## src/sv/gdt_pkg.sv

```systemverilog
package gdt_pkg;

  localparam logic [16:0] SECS_PER_DAY = 17'd86400;
  localparam int SECS_PER_HOUR = 3600;
  localparam int SECS_PER_MIN = 60;
  localparam int HOURS_PER_DAY = 24;
  localparam int MINS_PER_HOUR = 60;
  localparam int MONTHS_PER_YEAR = 12;

  localparam logic [15:0] DOY_HUNDREDS_MASK = 16'hf000;
  localparam logic [15:0] DOY_TENS_MASK = 16'h0f00;
  localparam logic [15:0] DOY_UNITS_MASK = 16'h00f0;
  localparam logic [15:0] YEAR_UNITS_MASK = 16'h000f;

  typedef struct packed {
    logic [4:0] hour;
    logic [5:0] minute;
    logic [5:0] second;
  } tod_t;

  typedef struct packed {
    logic [7:0] year;
    logic [3:0] month;
    logic [10:0] day;
  } date_t;

  // Days in the year before the start of month idx + 1. The leap table is
  // the common table plus one from March on.
  function automatic logic [10:0] cum_days(input logic leap, input logic [3:0] idx);
    logic [10:0] base;
    case (idx)
      4'd0: base = 11'd0;
      4'd1: base = 11'd31;
      4'd2: base = 11'd59;
      4'd3: base = 11'd90;
      4'd4: base = 11'd120;
      4'd5: base = 11'd151;
      4'd6: base = 11'd181;
      4'd7: base = 11'd212;
      4'd8: base = 11'd243;
      4'd9: base = 11'd273;
      4'd10: base = 11'd304;
      4'd11: base = 11'd334;
      4'd12: base = 11'd365;
      default: base = 11'd365;
    endcase
    if (leap && (idx >= 4'd2)) begin
      base = base + 11'd1;
    end
    return base;
  endfunction

endpackage

```

## src/sv/gps_date_time_decode.sv

```systemverilog
// Decodes one GPS time record per word into hour, minute and second of the
// UTC day, a two-digit year, and the month and day of month taken from the
// BCD day of year (month 13 marks a day past the end of the year). A word
// is held in an input register, decoded in one pass of logic and placed in
// an output register. One word can be taken every cycle; throughput drops
// only while out_stall holds a result in the output register and the input
// register is also full.
module gps_date_time_decode (
  input  logic        clk,
  input  logic        rst_n,
  input  logic        in_valid,
  output logic        in_stall,
  input  logic [16:0] in_seconds_of_day,
  input  logic [15:0] in_doy_word,
  input  logic [15:0] in_year_word,
  output logic        out_valid,
  input  logic        out_stall,
  output logic [4:0]  out_hour_out,
  output logic [5:0]  out_minute_out,
  output logic [5:0]  out_second_out,
  output logic [7:0]  out_year_out,
  output logic [3:0]  out_month_out,
  output logic [10:0] out_day_out
);
  import gdt_pkg::*;

  logic        in_vld_r;
  logic        in_vld_nxt;
  logic [16:0] secs_r;
  logic [15:0] doy_word_r;
  logic [15:0] year_word_r;
  logic        out_vld_r;
  logic        out_vld_nxt;
  tod_t        tod_r;
  date_t       date_r;
  tod_t        tod;
  date_t       date;
  logic        out_free;
  logic        in_take;
  logic        advance;

  gdt_time u_time (
    .seconds_of_day(secs_r),
    .tod           (tod)
  );

  gdt_date u_date (
    .doy_word (doy_word_r),
    .year_word(year_word_r),
    .date     (date)
  );

  always_comb begin
    out_free = !out_vld_r || !out_stall;
    advance = in_vld_r && out_free;
    in_stall = in_vld_r && !out_free;
    in_take = in_valid && !in_stall;
    in_vld_nxt = in_stall ? in_vld_r : in_valid;
    out_vld_nxt = out_free ? in_vld_r : out_vld_r;
  end

  always_ff @(posedge clk) begin
    if (!rst_n) begin
      in_vld_r <= 1'b0;
      out_vld_r <= 1'b0;
    end else begin
      in_vld_r <= in_vld_nxt;
      out_vld_r <= out_vld_nxt;
    end
  end

  always_ff @(posedge clk) begin
    if (in_take) begin
      secs_r <= in_seconds_of_day;
      doy_word_r <= in_doy_word;
      year_word_r <= in_year_word;
    end
    if (advance) begin
      tod_r <= tod;
      date_r <= date;
    end
  end

  assign out_valid = out_vld_r;
  assign out_hour_out = tod_r.hour;
  assign out_minute_out = tod_r.minute;
  assign out_second_out = tod_r.second;
  assign out_year_out = date_r.year;
  assign out_month_out = date_r.month;
  assign out_day_out = date_r.day;

endmodule

```

## src/sv/gdt_time.sv

```systemverilog
module gdt_time (
  input  logic [16:0]   seconds_of_day,
  output gdt_pkg::tod_t tod
);
  import gdt_pkg::*;

  logic [16:0] secs;
  logic [16:0] hour_base;
  logic [11:0] rem_h;
  logic [11:0] min_base;
  logic [4:0]  hour;
  logic [5:0]  minute;

  always_comb begin
    secs = (seconds_of_day >= SECS_PER_DAY) ? (seconds_of_day - SECS_PER_DAY)
                                            : seconds_of_day;
    hour = '0;
    hour_base = '0;
    for (int k = 1; k < HOURS_PER_DAY; k++) begin
      if (secs >= 17'(k * SECS_PER_HOUR)) begin
        hour = 5'(k);
        hour_base = 17'(k * SECS_PER_HOUR);
      end
    end
    rem_h = 12'(secs - hour_base);

    minute = '0;
    min_base = '0;
    for (int k = 1; k < MINS_PER_HOUR; k++) begin
      if (rem_h >= 12'(k * SECS_PER_MIN)) begin
        minute = 6'(k);
        min_base = 12'(k * SECS_PER_MIN);
      end
    end

    tod.hour = hour;
    tod.minute = minute;
    tod.second = 6'(rem_h - min_base);
  end

endmodule

```

## src/sv/gdt_date.sv

```systemverilog
module gdt_date (
  input  logic [15:0]    doy_word,
  input  logic [15:0]    year_word,
  output gdt_pkg::date_t date
);
  import gdt_pkg::*;

  logic [3:0]  doy_h;
  logic [3:0]  doy_t;
  logic [3:0]  doy_u;
  logic [3:0]  yr_u;
  logic [10:0] doy;
  logic [7:0]  year;
  logic        leap;
  logic [3:0]  month;

  always_comb begin
    doy_h = 4'((doy_word & DOY_HUNDREDS_MASK) >> 12);
    doy_t = 4'((doy_word & DOY_TENS_MASK) >> 8);
    doy_u = 4'((doy_word & DOY_UNITS_MASK) >> 4);
    yr_u = 4'(year_word & YEAR_UNITS_MASK);

    doy = 11'(doy_h) * 11'd100 + 11'(doy_t) * 11'd10 + 11'(doy_u);
    year = 8'(year_word[7:4]) * 8'd10 + 8'(yr_u);
    leap = (year[1:0] == 2'b00);

    // The table rises monotonically, so the last threshold passed gives the month.
    month = 4'd1;
    for (int m = 1; m <= MONTHS_PER_YEAR; m++) begin
      if (doy > cum_days(leap, 4'(m))) begin
        month = 4'(m + 1);
      end
    end

    date.year = year;
    date.month = month;
    date.day = doy - cum_days(leap, month - 4'd1);
  end

endmodule

```

## config.mk

```make
export PLATFORM = sky130hd
export DESIGN_NAME = gps_date_time_decode
export DESIGN_NICKNAME = d
export VERILOG_FILES = /design/src/sv/gdt_pkg.sv /design/src/sv/gps_date_time_decode.sv /design/src/sv/gdt_time.sv /design/src/sv/gdt_date.sv
export SDC_FILE = /design/constraint.sdc
export NUM_CORES = 1
export LEC_CHECK = 0
export ABC_AREA = 0
export BUFFER_PORTS_ARGS = -buffer_cell sky130_fd_sc_hd__buf_4
export CORE_UTILIZATION = 61
export CTS_CLUSTER_SIZE = 28
export DETAILED_ROUTE_END_ITERATION = 6
export PLACE_DENSITY = 0.85
export SLEW_MARGIN = 30
export SYNTH_ARGS = -nofsm -noshare
export SYNTH_HDL_FRONTEND = slang
export SYNTH_HIERARCHICAL = 1
export SYNTH_SLANG_ARGS = --single-unit
```

## constraint.sdc

```tcl
create_clock -name clk -period 8.2 [get_ports clk]
set_input_delay 0.82 -clock clk [delete_from_list [all_inputs] [get_ports clk]]
set_output_delay 0.82 -clock clk [all_outputs]
set_load 0.02 [all_outputs]
```

## After elaboration in Yosys (flattened, before gate mapping)

Memory sizes are Yosys's and may differ from the RTL's.
Cells that the tools add are included.

- Register bits: 83
- Latch bits: 0
- Memory bits (writable): 0
- Bits in read-only memories: 144
- Input bits: 53
- Logic and storage cells: 331
- Memories: 1

Memories:

| name | depth | width | rd ports | clocked after memory_dff | write ports | RTL line | RTL |
|---|---|---|---|---|---|---|---|
| (no name shown) | 16 | 9 | 1 | 0 | 0 | gdt_pkg.sv:31 | `case (idx)` |

- Add/subtract/negate cells: 9
- Multipliers: 3
- Div/mod/pow operators: 0
- $lt $le $gt $ge: 96
- Equal/unequal tests: 0
- Shifts and indexed selects: 0
- Multiplexer cells: 187
- Bitwise operators: 0
- Reduce and logical (&&, ||, !) cells: 17

Operator list:

| operator | number |
|---|---|
| 6-bit two-way mux | 59 |
| 12-bit greater-or-equal comparator, second input constant | 25 |
| 12-bit two-way mux | 23 |
| 12-bit by 11-bit greater-or-equal comparator with 1-bit output, second input constant | 17 |
| 5-bit two-way mux | 32 |
| 17-bit by 16-bit greater-or-equal comparator with 1-bit output, second input constant | 9 |
| 4-bit two-way mux | 36 |
| 11-bit > comparator | 11 |
| 12-bit by 10-bit greater-or-equal comparator with 1-bit output, second input constant | 9 |
| 17-bit greater-or-equal comparator, second input constant | 6 |
| 17-bit by 15-bit greater-or-equal comparator with 1-bit output, second input constant | 5 |
| 12-bit by 9-bit greater-or-equal comparator with 1-bit output, second input constant | 4 |
| 3-bit two-way mux | 14 |
| 17-bit by 14-bit greater-or-equal comparator with 1-bit output, second input constant | 2 |
| 28-bit OR reduction | 1 |
| 12-bit by 8-bit greater-or-equal comparator with 1-bit output, second input constant | 2 |
| 2-bit two-way mux | 12 |
| 17-bit by 12-bit greater-or-equal comparator with 1-bit output, second input constant | 1 |
| 17-bit by 13-bit greater-or-equal comparator with 1-bit output, second input constant | 1 |
| 17-bit two-way mux | 1 |
| 17-bit subtractor, second input constant | 1 |
| 4-bit by 3-bit multiplier with 7-bit output, second input constant | 2 |
| 12-bit by 6-bit greater-or-equal comparator with 1-bit output, second input constant | 1 |
| 12-bit by 7-bit greater-or-equal comparator with 1-bit output, second input constant | 1 |
| 21 further kinds | 37 |

## Longest topological paths before layout

- Depth in word-level cells: 88
- Depth in mapped cells: 36
- Gate-level depth less buffers: 36

## By module

The synthesis kept the hierarchy.

By module, submodules not included:

| module | instances | cells an instance | area an instance (um^2) | sequential area each (um^2) |
|---|---|---|---|---|
| gdt_time | 1 | 540 | 3325.7 | 0.0 |
| gps_date_time_decode | 1 | 97 | 2756.4 | 2712.6 |
| gdt_date | 1 | 342 | 2611.3 | 0.0 |

## Least setup slack after synthesis

No wires, ideal clock.

- Path kind: flip-flop to flip-flop
- Start point: reg doy_word_r[9]
- End point: reg date_r (netlist bit out_day_out[10]), data pin
- Library setup time: 0.260 ns
- Data arrival time: 6.728 ns
- Required time: 7.940 ns
- Path slack: 1.212 ns
- Stages on the path, launching flop included: 34
- Buffers on the path: 0
- Clock period less this slack: 6.988 ns
- Path through: edfxtp_1 ha_1 ha_1 fa_1 xor2_1 ha_1 ha_1 o21ai_1 a21o_1 a31oi_2 o311a_1 nor4_1 o211ai_1 nand3_1 inv_1 ha_1 inv_1 nand4_1 o211ai_4 nand3_1 a21boi_1 ha_1 mux2i_1 fa_1 a21o_1 a21oi_1 o21ai_0 a21oi_1 nor2b_1 o21a_1 o21ai_0 nand2b_1 a21oi_1 xnor2_1

RTL lines:

| item | RTL line | RTL |
|---|---|---|
| from (decl) | gps_date_time_decode.sv:30 | `logic [15:0] doy_word_r;` |
| from (signal assigned) | gps_date_time_decode.sv:75 | `doy_word_r <= in_doy_word;` |
| to (signal assigned) | gps_date_time_decode.sv:80 | `date_r <= date;` |
| to (decl) | gps_date_time_decode.sv:35 | `date_t date_r;` |

==> reports/metrics.csv <==
metric,value,unit
status,"complete, but fails checks",
failing checks,DRC,
Final Skew,0.0119,ns
Crit path top cell by count,ha_1,
DRC Markers,8,
CP Data Required Time,8.30,ns
metal2 WL,12.0,mm
syn_area_per_cell,8.62,um^2
syn_nets,1097,
CTS tree,yes,
Antenna Cells,0,
die extent in y,119,um
IO buf count,82,
WS Path Type,flop to flop,
Hold Crit Class,flop to flop,
Final nets,1196,
Worst path max stage delay,0.42,ns
Mapped Cells,967,
Die X,119,um
synthesized cell area,8330,um^2
Rel. slew slack,52.1,%
Clock Tree Buf Depth,2,
VDD IR max,0.000436,V
largest net degree at the start of global routing,41,
Startpoint Class,flop,
drt pass-1 iters,7,
Layout area overhead,16.9,%
Tot GR Track Use,35.0,%
global-route wire length before repair,39.4,mm
met3 WL,2.45,mm
Yosys warning count,6,
setup violators final,0,
pwr dens,423,nW/um^2
Leak,3.86,nW
later-pin clock latency in the skew report,0.35,ns
row count,42,
fin. max-slew vios,0,
top layer in use,met4,
core box area,13300,um^2
Worst Path Max Fanout,6,
die area,14100,um^2
Reg2Reg Launch Point,doy_word_r[9]$_DFFE_PP_,
starting density of the core,62.7,%
clock sinks,79,
Max Cap Viol,0,
Routed Antenna Nets,0,
Hold Fails Final Rpt,0,
Final Core Density,73.3,%
htree depth,3,
share of cells above drive strength 1,20.5,%
post-detail-place hpwl,18.1,mm
vias per cell,6.90,
number of DRC markers in iteration 0,1087,
Worst Path Arrival,8.05,ns
fin crit share,96.9,%
Crit-path slowest cell,edfxtp_1,
met1 wire length,10.2,mm
Worst-Margin Slew,0.718,ns
TritonCTS Buffers,9,
Max Clk Rate,126,MHz
RD Place Congestion,0.982,
vias,8603,
vias in the first global route,7781,
Filler cells,981,
IO Pins,95,
grt ovf,0,
CP startpoint,doy_word_r[9]$_DFFE_PP_,
Post-Route WL,25.5,mm
Tmin final,7.95,ns
"commonest non-fill, non-tap cell in the layout",buf_4,
initial antenna violation count,0,
Final TNS setup,0,ns
clock slew at reported path FFs,0.07,ns
Worst Hold Launch,year_word_r[0]$_DFFE_PP_,
drt wl/cell,20.5,um
CP endpoint kind,flop,
clk root buf,clkbuf_16,
most frequent cells in the layout,"128 x buf_4, 89 x a21oi_1, 85 x nand2_1",
-- report_power, final --
group / switching [mW] / internal (mW) / total (mW)
clock network: 0.177 / 0.250 / 0.427
logic: 1.85 / 1.19 / 3.04
registers: 0.0360 / 0.610 / 0.646
-- cell type report --
cell class                 instances  area, um^2  area share [%]
sequential                        79        2350            24.1
tap                              176         220            2.26
multi-input combinational        794        5660            58.1
clock inverter                     6        76.3           0.783
clock buffer                      10         239            2.45
timing repair buffer             129         988            10.1
inverter                          53         208            2.13
-- registers in the layout, summed over array words and instances (netlist names) --
signal          cells
out_day_out        11
out_valid           1
out_month_out       4
doy_word_r         12
out_year_out        8
in_vld_r            1
year_word_r         8
secs_r             17
out_second_out      6
out_hour_out        5
out_minute_out      6
-- stage by stage --
step	std cells	worst slack, ns	hold slack [ns]	total power [mW]	cell area [um^2]
2_1_floorplan	967	1.21	0.475	2.68	8330
3_3_place_gp	1221	0.488	0.430	3.34	9280
3_5_place_dp	1222	0.201	0.456	3.41	9300
4_1_cts	1238	0.0991	0.478	3.87	9620
5_1_grt	1247	-0.0678	0.490	4.36	9740
6_report	1247	0.251	0.475	4.12	9740
-- worst max-delay path: cells and delay by family (launching register included) --
kind | cells | cell delay (ns)
AO/OA/AOI/OAI | 14 | 3.05
XOR/XNOR | 2 | 0.28
adder cells (fa/ha/maj) | 8 | 2.45
buffers and inverters | 2 | 0.19
flip-flops | 1 | 0.42
multiplexers | 1 | 0.24
AND/OR/NAND/NOR | 6 | 1.06
-- final timing paths --
kind                                                  end  slack [ns]  cells after the start
worst max-delay path             out_day_out[9]$_DFFE_PP_        0.25                     33
worst max register to register   out_day_out[9]$_DFFE_PP_        0.25                     33
worst min-delay path            out_year_out[0]$_DFFE_PP_        0.48                      0
worst min register to register  out_year_out[0]$_DFFE_PP_        0.48                      0
-- per-layer routing --
metal,track usage (%),vias up
li1,-,3890
met3,5.22,96
met5,0,-
met1,46.8,4043
met4,13.7,0
met2,57.1,574
-- repair_timing --
item / CTS / global route
endpoints found under the hold margin: 0 / 0
resized for setup: 0 / 14
hold buffers: 0 / 0
endpoints found under the setup margin: 0 / 7
buffers inserted: 0 / 8
Note: power is estimated with default switching activity, not from simulation.
